<file path="config.mk">
export PLATFORM = sky130hd
export DESIGN_NAME = char_lcd_nibble_writer_core
export DESIGN_NICKNAME = d
export VERILOG_FILES = /design/src/hdl/clnw_pkg.sv /design/src/hdl/char_lcd_nibble_writer_core.sv /design/src/hdl/clnw_seq.sv /design/src/hdl/clnw_dp.sv
export SDC_FILE = /design/constraint.sdc
export NUM_CORES = 1
export LEC_CHECK = 0
export BUFFER_PORTS_ARGS = -buffer_cell sky130_fd_sc_hd__clkbuf_2
export CAP_MARGIN = 20
export CELL_PAD_IN_SITES_DETAIL_PLACEMENT = 0
export CELL_PAD_IN_SITES_GLOBAL_PLACEMENT = 1
export CORE_UTILIZATION = 45
export DETAILED_ROUTE_END_ITERATION = 16
export PLACE_DENSITY_LB_ADDON = 0.25
export SYNTH_ARGS = -nofsm -noshare
export SYNTH_HDL_FRONTEND = slang
export SYNTH_HIERARCHICAL = 1
export SYNTH_SLANG_ARGS = --single-unit
</file>
<file path="constraint.sdc">
create_clock -name clk -period 3.5 [get_ports clk]
set_clock_uncertainty 0.05 [all_clocks]
set_input_delay 0.525 -clock clk [delete_from_list [all_inputs] [get_ports clk]]
set_output_delay 0.525 -clock clk [all_outputs]
set_load 0.01 [all_outputs]
</file>
<file path="src/hdl/clnw_pkg.sv">
// clnw_pkg: shared types, codes and the microcode table of the lcd nibble writer
`timescale 1ns / 1ps

package clnw_pkg;

  typedef enum logic [2:0] {
    OP_CMD    = 3'd0,
    OP_CHR    = 3'd1,
    OP_INIT   = 3'd2,
    OP_CURSOR = 3'd3,
    OP_NUMBER = 3'd4
  } op_t;

  typedef enum logic [1:0] {
    SRC_OPB   = 2'd0,
    SRC_CONST = 2'd1,
    SRC_DIGIT = 2'd2
  } src_t;

  typedef enum logic [1:0] {
    J_NEXT     = 2'd0,
    J_END      = 2'd1,
    J_LOOP     = 2'd2,
    J_LOOP_END = 2'd3
  } jump_t;

  localparam int PC_W  = 5;
  localparam int CNT_W = 4;

  localparam logic [PC_W-1:0] ENTRY_CMD  = 5'd0;
  localparam logic [PC_W-1:0] ENTRY_CHR  = 5'd2;
  localparam logic [PC_W-1:0] ENTRY_INIT = 5'd4;
  localparam logic [PC_W-1:0] ENTRY_NUM  = 5'd24;
  localparam logic [PC_W-1:0] ENTRY_DIG  = 5'd25;
  localparam logic [PC_W-1:0] LAST_INIT  = 5'd23;

  localparam logic [CNT_W-1:0] DABBLE_CNT = 4'd15;
  localparam logic [CNT_W-1:0] DIGIT_CNT  = 4'd4;

  localparam logic [7:0] CLEAR_CMD   = 8'h01;
  localparam logic [7:0] CURSOR_ROW0 = 8'h80;
  localparam logic [7:0] CURSOR_ROW1 = 8'hC0;
  localparam logic [3:0] ASCII_DIGIT = 4'h3;
  localparam logic [3:0] INIT_PREWAIT = 4'd15;

  localparam logic [7:0] INIT_BYTES [10] = '{
    8'h03, 8'h03, 8'h03, 8'h02, 8'h28, 8'h06, 8'h0c, 8'h03, 8'h80, 8'h01
  };
  localparam logic [3:0] INIT_WAIT [10] = '{
    4'd2, 4'd2, 4'd6, 4'd2, 4'd1, 4'd1, 4'd1, 4'd1, 4'd1, 4'd3
  };

  typedef struct packed {
    logic             emit;
    src_t             src;
    logic             lower;
    logic             rs;
    logic [3:0]       wb;
    logic [3:0]       wa;
    logic             clr_chk;
    logic             dabble;
    logic             digit_shift;
    jump_t            jump;
    logic [PC_W-1:0]  target;
    logic [CNT_W-1:0] cnt_init;
    logic [7:0]       const_byte;
  } ctrl_word_t;

  typedef struct packed {
    logic active;
    logic ending;
  } seq_stat_t;

  function automatic ctrl_word_t rom_word(input logic [PC_W-1:0] pc);
    ctrl_word_t      cw;
    logic [PC_W-1:0] k;
    cw = '0;
    cw.src  = SRC_OPB;
    cw.jump = J_END;
    k = pc - ENTRY_INIT;
    if (pc >= ENTRY_INIT && pc <= LAST_INIT) begin
      // init: ten constant command bytes, upper then lower nibble
      cw.emit       = 1'b1;
      cw.src        = SRC_CONST;
      cw.lower      = k[0];
      cw.const_byte = INIT_BYTES[k[4:1]];
      cw.wb         = (pc == ENTRY_INIT) ? INIT_PREWAIT : 4'd0;
      cw.wa         = k[0] ? INIT_WAIT[k[4:1]] : 4'd0;
      cw.jump       = (pc == LAST_INIT) ? J_END : J_NEXT;
    end else begin
      unique case (pc)
        ENTRY_CMD: begin
          cw.emit = 1'b1;
          cw.jump = J_NEXT;
        end
        ENTRY_CMD + 5'd1: begin
          cw.emit    = 1'b1;
          cw.lower   = 1'b1;
          cw.wa      = 4'd1;
          cw.clr_chk = 1'b1;
          cw.jump    = J_END;
        end
        ENTRY_CHR: begin
          cw.emit = 1'b1;
          cw.rs   = 1'b1;
          cw.jump = J_NEXT;
        end
        ENTRY_CHR + 5'd1: begin
          cw.emit  = 1'b1;
          cw.rs    = 1'b1;
          cw.lower = 1'b1;
          cw.wa    = 4'd1;
          cw.jump  = J_END;
        end
        ENTRY_NUM: begin
          // binary to bcd, one shift-and-adjust per step
          cw.dabble   = 1'b1;
          cw.jump     = J_LOOP;
          cw.target   = ENTRY_NUM;
          cw.cnt_init = DIGIT_CNT;
        end
        ENTRY_DIG: begin
          cw.emit = 1'b1;
          cw.src  = SRC_DIGIT;
          cw.rs   = 1'b1;
          cw.jump = J_NEXT;
        end
        ENTRY_DIG + 5'd1: begin
          cw.emit        = 1'b1;
          cw.src         = SRC_DIGIT;
          cw.rs          = 1'b1;
          cw.lower       = 1'b1;
          cw.wa          = 4'd1;
          cw.digit_shift = 1'b1;
          cw.jump        = J_LOOP_END;
          cw.target      = ENTRY_DIG;
        end
        default: cw.jump = J_END;
      endcase
    end
    return cw;
  endfunction

endpackage

</file>
<file path="src/hdl/char_lcd_nibble_writer_core.sv">
// char_lcd_nibble_writer_core: top level of the 4-bit character lcd bus writer
`timescale 1ns / 1ps

// usage:
// an operation is taken at a rising edge with start high and busy low; opcode
// selects command byte, character byte, init, set cursor or print number,
// the other fields carry its operands.
// each resulting bus pulse appears on nibble, reg_select, wait_before_ms,
// wait_after_ms and last for exactly one cycle, marked by strobe; last flags
// the final beat of the operation.
// a microcoded sequencer steps one table word per cycle; every emit step
// gives one beat, so the beats of consecutive emit steps come one per cycle,
// each through the strobe register. command, character and set cursor each
// send one byte, upper nibble first; init sends ten command bytes; print
// number does 16 bcd conversion steps, then 10 beats. unused opcodes are
// not taken and emit nothing. busy falls with the final step, so the next
// operation may start while the last beat is still on the ports.
// the receiver cannot stall; beats are never held back.
// reset is synchronous: it stops any sequence in progress and clears strobe.

module char_lcd_nibble_writer_core (
  input  logic        clk,
  input  logic        rst,
  input  logic        start,
  output logic        busy,
  input  logic [2:0]  opcode,
  input  logic [7:0]  byte_value,
  input  logic [7:0]  row,
  input  logic [3:0]  column,
  input  logic [15:0] number,
  output logic        strobe,
  output logic [3:0]  nibble,
  output logic        reg_select,
  output logic [3:0]  wait_before_ms,
  output logic [3:0]  wait_after_ms,
  output logic        last
);

  logic                       go;
  logic                       known_op;
  logic [clnw_pkg::PC_W-1:0]  entry;
  logic [clnw_pkg::CNT_W-1:0] cnt_start;
  logic [7:0]                 opb_in;
  clnw_pkg::ctrl_word_t       cw;
  clnw_pkg::seq_stat_t        stat;

  always_comb begin
    known_op  = 1'b1;
    entry     = clnw_pkg::ENTRY_CMD;
    cnt_start = '0;
    opb_in    = byte_value;
    unique case (opcode)
      clnw_pkg::OP_CMD:  entry = clnw_pkg::ENTRY_CMD;
      clnw_pkg::OP_CHR:  entry = clnw_pkg::ENTRY_CHR;
      clnw_pkg::OP_INIT: entry = clnw_pkg::ENTRY_INIT;
      clnw_pkg::OP_CURSOR: begin
        // cursor address goes out as an ordinary command byte
        entry  = clnw_pkg::ENTRY_CMD;
        opb_in = ((row <= 8'd1) ? clnw_pkg::CURSOR_ROW0 : clnw_pkg::CURSOR_ROW1)
                 | {4'h0, column};
      end
      clnw_pkg::OP_NUMBER: begin
        entry     = clnw_pkg::ENTRY_NUM;
        cnt_start = clnw_pkg::DABBLE_CNT;
      end
      default: known_op = 1'b0;
    endcase
  end

  assign busy = stat.active;
  assign go   = start && !busy && known_op;

  clnw_seq u_seq (
    .clk       (clk),
    .rst       (rst),
    .go        (go),
    .entry     (entry),
    .cnt_start (cnt_start),
    .cw        (cw),
    .stat      (stat)
  );

  clnw_dp u_dp (
    .clk            (clk),
    .rst            (rst),
    .go             (go),
    .opb_in         (opb_in),
    .number_in      (number),
    .cw             (cw),
    .stat           (stat),
    .strobe         (strobe),
    .nibble         (nibble),
    .reg_select     (reg_select),
    .wait_before_ms (wait_before_ms),
    .wait_after_ms  (wait_after_ms),
    .last           (last)
  );

endmodule

</file>
<file path="src/hdl/clnw_seq.sv">
// clnw_seq: step counter, loop counter and microcode lookup
`timescale 1ns / 1ps

module clnw_seq (
  input  logic                         clk,
  input  logic                         rst,
  input  logic                         go,
  input  logic [clnw_pkg::PC_W-1:0]    entry,
  input  logic [clnw_pkg::CNT_W-1:0]   cnt_start,
  output clnw_pkg::ctrl_word_t         cw,
  output clnw_pkg::seq_stat_t          stat
);

  logic                       active;
  logic [clnw_pkg::PC_W-1:0]  pc;
  logic [clnw_pkg::CNT_W-1:0] cnt;
  logic                       cnt_zero;

  assign cw       = clnw_pkg::rom_word(pc);
  assign cnt_zero = (cnt == '0);

  always_comb begin
    stat.active = active;
    stat.ending = active && ((cw.jump == clnw_pkg::J_END) ||
                             (cw.jump == clnw_pkg::J_LOOP_END && cnt_zero));
  end

  always_ff @(posedge clk) begin
    if (rst) begin
      active <= 1'b0;
      pc     <= '0;
      cnt    <= '0;
    end else if (go) begin
      active <= 1'b1;
      pc     <= entry;
      cnt    <= cnt_start;
    end else if (active) begin
      case (cw.jump)
        clnw_pkg::J_NEXT: pc <= pc + 1'b1;
        clnw_pkg::J_END:  active <= 1'b0;
        clnw_pkg::J_LOOP: begin
          if (!cnt_zero) begin
            cnt <= cnt - 1'b1;
            pc  <= cw.target;
          end else begin
            cnt <= cw.cnt_init;
            pc  <= pc + 1'b1;
          end
        end
        default: begin
          if (!cnt_zero) begin
            cnt <= cnt - 1'b1;
            pc  <= cw.target;
          end else begin
            active <= 1'b0;
          end
        end
      endcase
    end
  end

endmodule

</file>
<file path="src/hdl/clnw_dp.sv">
// clnw_dp: operand registers, bcd converter and the registered bus pulse
`timescale 1ns / 1ps

module clnw_dp (
  input  logic                  clk,
  input  logic                  rst,
  input  logic                  go,
  input  logic [7:0]            opb_in,
  input  logic [15:0]           number_in,
  input  clnw_pkg::ctrl_word_t  cw,
  input  clnw_pkg::seq_stat_t   stat,
  output logic                  strobe,
  output logic [3:0]            nibble,
  output logic                  reg_select,
  output logic [3:0]            wait_before_ms,
  output logic [3:0]            wait_after_ms,
  output logic                  last
);

  logic [7:0]  opb;
  logic [15:0] bin;
  logic [19:0] bcd;
  logic [19:0] bcd_adj;
  logic [7:0]  pulse_byte;
  logic [3:0]  wa_eff;

  // add 3 to every bcd digit of 5 or more before the shift
  always_comb begin
    for (int d = 0; d < 5; d++) begin
      bcd_adj[d*4 +: 4] = (bcd[d*4 +: 4] >= 4'd5) ? bcd[d*4 +: 4] + 4'd3
                                                   : bcd[d*4 +: 4];
    end
  end

  always_comb begin
    case (cw.src)
      clnw_pkg::SRC_CONST: pulse_byte = cw.const_byte;
      clnw_pkg::SRC_DIGIT: pulse_byte = {clnw_pkg::ASCII_DIGIT, bcd[19:16]};
      default:             pulse_byte = opb;
    endcase
    wa_eff = cw.wa + ((cw.clr_chk && opb == clnw_pkg::CLEAR_CMD) ? 4'd2 : 4'd0);
  end

  always_ff @(posedge clk) begin
    if (go) begin
      opb <= opb_in;
      bin <= number_in;
      bcd <= '0;
    end else if (stat.active && cw.dabble) begin
      {bcd, bin} <= {bcd_adj[18:0], bin, 1'b0};
    end else if (stat.active && cw.digit_shift) begin
      bcd <= {bcd[15:0], 4'h0};
    end
  end

  always_ff @(posedge clk) begin
    if (rst) begin
      strobe <= 1'b0;
    end else begin
      strobe <= stat.active && cw.emit;
    end
  end

  always_ff @(posedge clk) begin
    nibble         <= cw.lower ? pulse_byte[3:0] : pulse_byte[7:4];
    reg_select     <= cw.rs;
    wait_before_ms <= cw.wb;
    wait_after_ms  <= wa_eff;
    last           <= stat.ending;
  end

endmodule

</file>
# After elaboration in Yosys (flattened, before gate mapping)

Memories as Yosys holds them, arrays and structs flattened.
Index checks and enable logic that the tools add are counted.

Register bits after elaboration: 69
Memory bits (read-only): 192
Input port bits: 42
Output and inout port bits: 16
Word-level logic and storage cells: 139
Memories kept: 2

Memory list:

| memory          | words | width | read ports | clocked after Yosys merged registers in | write ports | RTL line       | RTL |
|---|---|---|---|---|---|---|---|
| (no name shown) | 16    | 8     | 1          | 0                                       | 0           | clnw_pkg.sv:86 | `cw.const_byte = INIT_BYTES[k[4:1]];` |
| (no name shown) | 16    | 4     | 1          | 0                                       | 0           | clnw_pkg.sv:88 | `cw.wa = k[0] ? INIT_WAIT[k[4:1]] : 4'd0;` |

Add/sub/neg operators: 9
Magnitude comparators: 9
Equal/unequal tests: 22
Muxes and demuxes: 55
Bitwise logic cells: 2
Reduce and logical (&&, ||, !) cells: 28

Operator list:

| kind                                                | count |
|---|---|
| two-way mux 4 bit                                   | 16 |
| two-way mux 20 bit                                  | 2 |
| two-way mux 16 bit                                  | 2 |
| two-way mux 8 bit                                   | 4 |
| case mux 5 bit (3 select lines)                     | 2 |
| == test 5 bit, second input constant                | 4 |
| >= comparator 4 x 3 -> 1 bit, second input constant | 5 |
| two-way mux 5 bit                                   | 4 |
| adder 4 x 2 -> 4 bit, second input constant         | 4 |
| case mux 8 bit (2 select lines)                     | 1 |
| two-way mux 1 bit                                   | 12 |
| == test 5 x 2 -> 1 bit, second input constant       | 2 |
| case mux 5 bit (2 select lines)                     | 1 |
| logical AND 1 bit                                   | 9 |
| two-way mux 3 bit                                   | 3 |
| two-way mux 9 bit                                   | 1 |
| == test 8 x 1 -> 1 bit, second input constant       | 1 |
| <= comparator 8 x 1 -> 1 bit, second input constant | 1 |
| OR 8 x 4 -> 8 bit                                   | 1 |
| case mux 4 bit (2 select lines)                     | 1 |
| two-way mux 7 bit                                   | 1 |
| == test 2 bit, second input constant                | 3 |
| == test 3 x 2 -> 1 bit, second input constant       | 2 |
| two-way mux 2 bit                                   | 3 |
| 33 further kinds                                    | 40 |

# Longest topological paths before layout

Gate-level depths: netlist of run 1.

Word-level depth: 9
Mapped depth: 12
Mapped depth without buffers: 11

# Modules after synthesis

The synthesis of run 1 kept the hierarchy.

Modules (own cells, without submodules):

| module                      | times used | cells an instance | area an instance (um2) |
|---|---|---|---|
| clnw_dp                     | 1          | 245               | 2,756.4 |
| clnw_seq                    | 1          | 181               | 1,378.8 |
| char_lcd_nibble_writer_core | 1          | 19                | 155.1 |

# Worst setup path before layout of run 1

No wires, ideal clock.

Kind: register to register
From: register u_seq/pc[3] (netlist bit)
To: register u_dp.bin[0], enable pin
Setup time: 0.375 ns
Arrival time: 2.210 ns
Data required time: 3.075 ns
Path slack: 0.865 ns
Stages on the path, launching flop included: 10
Path buffers: 3
Period minus slack after synthesis: 2.635 ns
Cell sequence: dfxtp_1 inv_1 ha_1 and2_1 buf_6 nor4b_1 buf_4 buf_4 nand2_4 nand2b_1

RTL lines:

| element                  | RTL line       | RTL |
|---|---|---|
| start: declaration       | clnw_seq.sv:15 | `logic [clnw_pkg::PC_W-1:0] pc;` |
| start signal: assignment | clnw_seq.sv:35 | `pc <= entry;` |
| start signal: assignment | clnw_seq.sv:39 | `clnw_pkg::J_NEXT: pc <= pc + 1'b1;` |
| start signal: assignment | clnw_seq.sv:44 | `pc <= cw.target;` |
| end signal: assignment   | clnw_dp.sv:47  | `bin <= number_in;` |
| end signal: assignment   | clnw_dp.sv:50  | `{bcd, bin} <= {bcd_adj[18:0], bin, 1'b0};` |
| end: declaration         | clnw_dp.sv:21  | `logic [15:0] bin;` |

==> results of run 1 <==
[cell type report]
class / instances / area [um^2] / share of cell area
multi-input combinational: 313 / 2338 / 0.4931
sequential: 69 / 1622 / 0.3420
timing repair buffer: 63 / 332.8 / 0.07018
tap: 111 / 138.9 / 0.02929
clock buffer: 9 / 123.9 / 0.02612
inverter: 30 / 115.1 / 0.02427
clock inverter: 7 / 71.32 / 0.01504
[final timing paths]
kind	end	slack, ps	cells past startpoint
worst max-delay path	u_dp/wait_after_ms[3]$_DFF_P_	440	10
worst max register to register	u_dp/wait_after_ms[3]$_DFF_P_	440	10
worst min register to register	u_dp/bcd[0]$_SDFFE_PP0P_	440	2
worst min-delay path	u_dp/opb[7]$_DFFE_PP_	400	2
[worst max-delay path: cells and delay by family, from the launching register on]
family          cells  cell delay, ps
buf+inv             1             180
fa+ha+maj           3             710
xor+xnor            1             130
compound gates      1             360
simple gates        4             980
flops               1             570
[per-layer routing]
layer | wire [um] | GRT usage | vias to the layer above | share of wire
li1 | - | - | 1712 | -
met1 | 4202 | 0.2394 | 1641 | 0.46
met2 | 4462 | 0.3308 | 53 | 0.49
met3 | 243 | 0.04043 | 11 | 0.027
met4 | 131 | 0.07240 | 0 | 0.014
met5 | 0 | 0 | - | 0
[registers in the layout, summed over array words and instances, names as in the netlist]
name and cells:
u_dp/wait_before_ms 4, u_dp/wait_after_ms 4, u_dp/bcd 20, u_dp/last 1, u_dp/reg_select 1, u_seq/cnt 4
u_dp/nibble 4, u_dp/strobe 1, u_seq/pc 5, u_dp/opb 8, u_seq/active 1, u_dp/bin 16
[where the power goes]
group	switching (mW)	total [mW]	internal [mW]
Sequential	0.0540	0.962	0.908
Clock	0.320	0.650	0.330
Combinational	0.301	0.544	0.243
Total	0.675	2.16	1.48
==> metrics.cfg, run 1 <==
[run_status]
status = completed

[placed_design]
gp_congestion = 0.8158
detailed_place_hpwl_um = 6463
place_ws_ps = 505.8
numPlacedInstances = 586
placed_cell_area_um2 = 4547
io_buffers = 56

[drt]
dr.first_iter.drc_count = 115
final_antenna_net_count = 0
vias = 3417
wl_per_cell_um = 15.02
drc = 0
vias_per_cell = 5.676
routed_wl_um = 9040
drtPass1Iterations = 4

[floorplanning]
core_area_um2 = 9196
die_h_um = 99.06
die_x_um = 99.06
dieArea_um2 = 9812
start_util = 0.4610
io_pins = 58
core.rowCount = 35

[cts]
cts_setup_buffers = 0
cts.sink_count = 69
clk_pin_slew_ps = 90
insertion_delay_ps = 350
ctsLongestPathBuffers = 2
htree_levels = 3
cts_root_buffer = clkbuf_8
cts_buffers = 9
cts_tree = yes
hold_buffers = 0
ctsResizeCount = 0

[worst_setup_path]
startpoint_type = flip-flop
critPathSlowestCell = dfxtp_1
cp_common_cell = ha_1
startpoint = u_seq/pc[1]$_SDFFE_PP0P_
reg2reg_from = u_seq/pc[1]$_SDFFE_PP0P_
end_kind = flip-flop
path_class = flip-flop to flip-flop
slowest_delay_ps = 570
crit_chain = inv_1, ha_1, a2111oi_4, and3_2, nor4b_1, nand2_1, nor4b_1, ha_1, ha_1, xor2_1
worst-path-max-fanout = 10
cp.arrival_ps = 3290
required_ps = 3720

[timing]
max_slew_margin = 0.5318
finalCritPeriodShare = 0.8746
finalSetupViolations = 0
fin_setup_tns_ps = 0
rsz0062_at_grt = no
drv_slew = 0
setup_ws_ps = 438.8
fin_crit_ps = 3061
worst_pin_slew_ps = 702.4
hold_viol = 0
fmax_mhz = 326.7
whs_ps = 398.3

[layout]
fill_cells = 889
fin_cells = 602
final_layout_size_suffix_gt1_frac = 0.2607
final_common_cell = clkbuf_2
post-route-cell-area_um2 = 4742
diodes = 0
fin_util = 0.5156
final_cell_mix = 56 x clkbuf_2, 45 x dfxtp_1, 34 x nor2_1
syn2layout_area_growth_pct = 11.87
final_net_count = 556

[global_route]
grt_pass1_vias = 3272
grt_overflow = 0
grt_max_degree = 29
antenna_found_initial = 0
grt.total_usage = 0.1932
grt_pass1_wl_um = 15110

[pwr]
p_leak_nw = 1.862
powerDensity_nw_per_um2 = 454.8
finalPower_mw = 2.157
vdd_drop_max_mv = 0.1958

[worst_hold_path]
hold_path_class = input port to flip-flop
hold_path_startpoint = byte_value[7]

[yosys]
synth_warnings = 6
syn_avg_cell_area_um2 = 9.678
synthCells = 438
synth_area_um2 = 4239

[job]
max_cap_violations = 0

No activity file was read; power rests on OpenSTA's default activity.
==> inputs of run 2 (changes only) <==
--- a/config.mk
+++ b/config.mk
@@ -9,6 +9,7 @@
 export CAP_MARGIN = 20
 export CELL_PAD_IN_SITES_DETAIL_PLACEMENT = 0
 export CELL_PAD_IN_SITES_GLOBAL_PLACEMENT = 1
+export CORE_ASPECT_RATIO = 1.75
 export CORE_UTILIZATION = 45
 export DETAILED_ROUTE_END_ITERATION = 16
 export PLACE_DENSITY_LB_ADDON = 0.25
==> metrics.cfg, run 2 (synthesis results as in run 1) <==
[run_status]
status = completed  ; unchanged

[placed_design]
place_ws_ps = 447.2  ; was 505.8 ps
detailed_place_hpwl_um = 7143  ; was 6463 um
gp_congestion = 0.8062  ; was 0.8158
numPlacedInstances = 597  ; was 586
io_buffers = 56  ; unchanged

[pwr]
p_leak_nw = 1.926  ; was 1.862 nW
powerDensity_nw_per_um2 = 497.6  ; was 454.8 nW/um^2
vdd_drop_max_mv = 0.3613  ; was 0.1958 mV
finalPower_mw = 2.430  ; was 2.157 mW

[floorplanning]
dieArea_um2 = 9828  ; was 9812 um^2
core_area_um2 = 9094  ; was 9196 um^2
die_x_um = 75.37  ; was 99.06 um
core.rowCount = 46  ; was 35
io_pins = 58  ; unchanged
start_util = 0.4662  ; was 0.4610
die_h_um = 130.4  ; was 99.06 um

[cts]
insertion_delay_ps = 330  ; was 350 ps
cts_setup_buffers = 0  ; unchanged
ctsLongestPathBuffers = 2  ; unchanged
cts_tree = yes  ; unchanged
htree_levels = 3  ; unchanged
cts_buffers = 9  ; unchanged
clk_pin_slew_ps = 60  ; was 90 ps
hold_buffers = 0  ; unchanged
cts.sink_count = 69  ; unchanged
ctsResizeCount = 0  ; unchanged
cts_root_buffer = clkbuf_16  ; was clkbuf_8

[drt]
vias = 3423  ; was 3,417
drc = 0  ; unchanged
routed_wl_um = 9651  ; was 9040 um
drtPass1Iterations = 5  ; was 4
dr.first_iter.drc_count = 155  ; was 115
final_antenna_net_count = 0  ; unchanged
wl_per_cell_um = 15.74  ; was 15.02 um
vias_per_cell = 5.584  ; was 5.676

[worst_setup_path]
end_kind = flip-flop  ; unchanged
cp.arrival_ps = 3200  ; was 3290 ps
crit_chain = inv_1, ha_1, and2_1, nor4_4, a221oi_2, a2111oi_0, o41ai_2  ; was inv_1, ha_1, a2111oi_4, and3_2, nor4b_1, nand2_1, nor4b_1, ha_1, ha_1, xor2_1
cp.buffers_inverters = 1  ; unchanged
startpoint_type = flip-flop  ; unchanged
required_ps = 3650  ; was 3720 ps
crit_family = compound AO/OA/AOI/OAI gates  ; was simple AND/OR/NAND/NOR gates
startpoint = u_seq/pc[3]$_SDFFE_PP0P_  ; was u_seq/pc[1]$_SDFFE_PP0P_
path_class = flip-flop to flip-flop  ; unchanged
critPathSlowestCell = a2111oi_0  ; was dfxtp_1
worst-path-max-fanout = 8  ; was 10
slowest_delay_ps = 720  ; was 570 ps
reg2reg_from = u_seq/pc[3]$_SDFFE_PP0P_  ; was u_seq/pc[1]$_SDFFE_PP0P_

[worst_hold_path]
hold_path_class = input port to flip-flop  ; unchanged
hold_path_startpoint = byte_value[7]  ; unchanged

[layout]
fill_cells = 892  ; was 889
largest_register = u_dp/bcd  ; unchanged
final_common_cell = clkbuf_2  ; unchanged
top_regs = u_dp/bcd x20, u_dp/bin x16, u_dp/opb x8  ; unchanged
final_layout_size_suffix_gt1_frac = 0.2637  ; was 0.2607
final_cell_mix = 56 x clkbuf_2, 45 x dfxtp_1, 34 x nor2_1  ; unchanged
fin_cells = 613  ; was 602
final_net_count = 558  ; was 556
largest_reg_flops = 20  ; unchanged
diodes = 0  ; unchanged
syn2layout_area_growth_pct = 15.20  ; was 11.87%

[global_route]
grt.total_usage = 0.2067  ; was 0.1932
grt_max_degree = 43  ; was 29
grt_pass1_wl_um = 15490  ; was 15,110 um
antenna_found_initial = 0  ; unchanged
grt_overflow = 0  ; unchanged
grt_pass1_vias = 3259  ; was 3,272

[timing]
finalCritPeriodShare = 0.8713  ; was 0.8746
drv_slew = 0  ; unchanged
setup_ws_ps = 450.5  ; was 438.8 ps
max_slew_margin = 0.5089  ; was 0.5318
rsz0062_at_grt = no  ; unchanged
worst_pin_slew_ps = 718.0  ; was 702.4 ps
fmax_mhz = 327.9  ; was 326.7 MHz
hold_viol = 0  ; unchanged
whs_ps = 402.9  ; was 398.3 ps
finalSetupViolations = 0  ; unchanged
fin_setup_tns_ps = 0  ; unchanged
fin_crit_ps = 3050  ; was 3061 ps

[job]
max_cap_violations = 0  ; unchanged

## run 2: cell count changes in the layout (fill, tap and decap cells not counted), sizes merged
cell      delta
clkinvlp     -1
clkinv       +1
buf          +2
## run 2: area by class of cell
class / instances / area, um^2 / area share
clock buffers: 9 / 225.2 / 0.04612
flip-flops and latches: 69 / 1622 / 0.3321
well taps: 120 / 150.1 / 0.03075
clock inverters: 7 / 72.57 / 0.01486
inverters: 30 / 115.1 / 0.02357
multi-input cells: 313 / 2338 / 0.4789
repair buffers: 65 / 360.3 / 0.07379
## run 2: final timing paths
| kind | to | slack (ps) | depth (start not counted) |
|---|---|---|---|
| worst min-delay path | u_dp/opb[7]$_DFFE_PP_ | 400 | 2 |
| worst min register to register | u_dp/bcd[0]$_SDFFE_PP0P_ | 450 | 2 |
| worst max-delay path | u_seq/pc[0]$_SDFFE_PP0P_ | 450 | 7 |
| worst max register to register | u_seq/pc[0]$_SDFFE_PP0P_ | 450 | 7 |
## run 2: layer usage
| layer | GRT usage | vias up | routed length, um |
|---|---|---|---|
| met1 | 0.2324 | 1622 | 3816 |
| met3 | 0.03144 | 17 | 271 |
| met5 | 0 | - | 0 |
| met2 | 0.3734 | 79 | 5294 |
| met4 | 0.09259 | 0 | 268 |
| li1 | - | 1705 | - |
## run 2: report_power, final
group          total (mW)  internal, mW  leakage (nW)  switching (mW)
Sequential          0.959         0.909         0.593          0.0493
Combinational       0.559         0.244          1.19           0.314
Clock               0.913         0.554         0.144           0.359
## run 2: through the flow
step                utilization  cell area [um^2]
floorplan                     -              4247
global placement         0.5043              4586
detailed placement       0.5043              4586
global route             0.5370              4883
CTS                      0.5370              4883
finish                   0.5370              4883
==> inputs of run 3 (changes only) <==
--- a/config.mk
+++ b/config.mk
@@ -12,6 +12,7 @@
 export CORE_ASPECT_RATIO = 1.75
 export CORE_UTILIZATION = 45
 export DETAILED_ROUTE_END_ITERATION = 16
+export MAX_ROUTING_LAYER = met4
 export PLACE_DENSITY_LB_ADDON = 0.25
 export SYNTH_ARGS = -nofsm -noshare
 export SYNTH_HDL_FRONTEND = slang
==> metrics.cfg, run 3 (synthesis results as in run 1) <==
[layout]
syn2layout_area_growth_pct = 15.20  ; unchanged
post-route-cell-area_um2 = 4883  ; unchanged
largest_reg_flops = 20  ; unchanged
diodes = 0  ; unchanged
fill_cells = 892  ; unchanged
final_common_cell = clkbuf_2  ; unchanged
multiInputGateArea_um2 = 2338  ; unchanged
final_layout_size_suffix_gt1_frac = 0.2637  ; unchanged
top_regs = u_dp/bcd x20, u_dp/bin x16, u_dp/opb x8  ; unchanged
regArea_um2 = 1622  ; unchanged
final_net_count = 558  ; unchanged
final_cell_mix = 56 x clkbuf_2, 45 x dfxtp_1, 34 x nor2_1  ; unchanged
largest_register = u_dp/bcd  ; unchanged

[timing]
finalCritPeriodShare = 0.8718  ; was 0.8713
worst_pin_slew_ps = 737.7  ; was 718.0 ps
fin_setup_tns_ps = 0  ; unchanged
fmax_mhz = 327.7  ; was 327.9 MHz
whs_ps = 402.3  ; was 402.9 ps
drv_slew = 0  ; unchanged
finalSetupViolations = 0  ; unchanged
rsz0062_at_grt = no  ; unchanged
hold_viol = 0  ; unchanged
max_slew_margin = 0.4955  ; was 0.5089
fin_crit_ps = 3051  ; was 3050 ps

[pwr]
powerDensity_nw_per_um2 = 497.1  ; was 497.6 nW/um^2
clockPowerShare = 0.376  ; about the same
power_frac_comb = 0.230  ; about the same
p_leak_nw = 1.926  ; unchanged
swShare = 0.2967  ; was 0.2974
power.switching_mw = 0.7203  ; was 0.7226 mW
internal_power_mw = 1.707  ; about the same
vdd_drop_max_mv = 0.3622  ; was 0.3613 mV
seqPwrFrac = 0.395  ; was 0.394

[global_route]
antenna_found_initial = 0  ; unchanged
grt.total_usage = 0.2127  ; was 0.2067
grt_max_degree = 43  ; unchanged
grt_pass1_vias = 3257  ; was 3,259
grt_overflow = 0  ; unchanged
grt_pass1_wl_um = 15490  ; unchanged

[worst_setup_path]
critPathSlowestCell = a2111oi_0  ; unchanged
startpoint_type = flip-flop  ; unchanged
worst-path-max-fanout = 8  ; unchanged
cp.arrival_ps = 3200  ; about the same
path_class = flip-flop to flip-flop  ; unchanged
required_ps = 3650  ; about the same
end_kind = flip-flop  ; unchanged
slowest_delay_ps = 740  ; was 720 ps
crit_chain = inv_1, ha_1, and2_1, nor4_4, a221oi_2, a2111oi_0, o41ai_2  ; unchanged

[drt]
wl_per_cell_um = 15.69  ; was 15.74 um
vias = 3405  ; was 3,423
dr.first_iter.drc_count = 148  ; was 155
final_antenna_net_count = 0  ; unchanged
routed_wl_um = 9615  ; was 9651 um
vias_per_cell = 5.555  ; was 5.584
drtPass1Iterations = 4  ; was 5
drc = 0  ; unchanged

[cts]
ctsResizeCount = 0  ; unchanged
clk_pin_slew_ps = 60  ; about the same
cts_root_buffer = clkbuf_16  ; unchanged
hold_buffers = 0  ; unchanged
cts_tree = yes  ; unchanged
htree_levels = 3  ; unchanged
cts_buffers = 9  ; unchanged
cts.sink_count = 69  ; unchanged
ctsLongestPathBuffers = 2  ; unchanged
cts_setup_buffers = 0  ; unchanged
insertion_delay_ps = 330  ; about the same

[placed_design]
gp_congestion = 0.8180  ; was 0.8062
placed_cell_area_um2 = 4586  ; unchanged
io_buffers = 56  ; unchanged
detailed_place_hpwl_um = 7143  ; unchanged

[floorplanning]
die_x_um = 75.37  ; unchanged
io_pins = 58  ; unchanged
start_util = 0.4662  ; unchanged
die_h_um = 130.4  ; unchanged
core_area_um2 = 9094  ; unchanged
core.rowCount = 46  ; unchanged
dieArea_um2 = 9828  ; unchanged

[job]
max_cap_violations = 0  ; unchanged

[worst_hold_path]
hold_path_class = input port to flip-flop  ; unchanged

[run_status]
status = completed  ; unchanged

run 3: metal layers:
| metal | track usage | part of all wire | vias up |
|---|---|---|---|
| li1 | - | - | 1704 |
| met1 | 0.2334 | 0.39 | 1617 |
| met2 | 0.3734 | 0.55 | 70 |
| met3 | 0.02991 | 0.030 | 14 |
| met4 | 0.09259 | 0.027 | 0 |
| met5 | - | 0 | - |
run 3: area by class of cell:
cell class              count  area share
clock buffers               9     0.04612
clock inverters             7     0.01486
inverters                  30     0.02357
multi-input cells         313      0.4789
flip-flops and latches     69      0.3321
well taps                 120     0.03075
repair buffers             65     0.07379
run 3: final timing paths:
| kind | start | endpoint | slack (ps) | cells after the start |
|---|---|---|---|---|
| hold / removal | byte_value[7] | u_dp/opb[7]$_DFFE_PP_ | 400 | 2 |
| setup reg to reg | u_seq/pc[3]$_SDFFE_PP0P_ | u_seq/pc[0]$_SDFFE_PP0P_ | 450 | 7 |
| setup / recovery | u_seq/pc[3]$_SDFFE_PP0P_ | u_seq/pc[0]$_SDFFE_PP0P_ | 450 | 7 |
| hold reg to reg | u_dp/bin[15]$_DFFE_PP_ | u_dp/bcd[0]$_SDFFE_PP0P_ | 440 | 2 |
run 3: per-stage QoR:
stage	setup WS (ps)	total power, mW	std cells	util
after floorplan	868.1	1.381	440	-
after global placement	463.0	1.524	597	0.5043
after detailed placement	447.2	1.529	597	0.5043
after CTS	419.7	2.449	613	0.5370
after global routing	250.6	2.542	613	0.5370
final	448.7	2.428	613	0.5370
run 3: power groups by stage:
stage | registers, mW | logic (mW) | clock network (mW)
6_report | 0.958 | 0.558 | 0.912
5_1_grt | 0.967 | 0.613 | 0.962
4_1_cts | 0.958 | 0.558 | 0.933
3_5_place_dp | 0.975 | 0.555 | 0
3_3_place_gp | 0.973 | 0.551 | 0
2_1_floorplan | 0.979 | 0.402 | 0
run 3: critical path: cells and delay by family (launching register included):
family                   cells  cell delay (ps)
flip-flops                   1              560
AO/OA/AOI/OAI                3             1060
adder cells (fa/ha/maj)      1              310
buffers and inverters        1              190
AND/OR/NAND/NOR              2              740
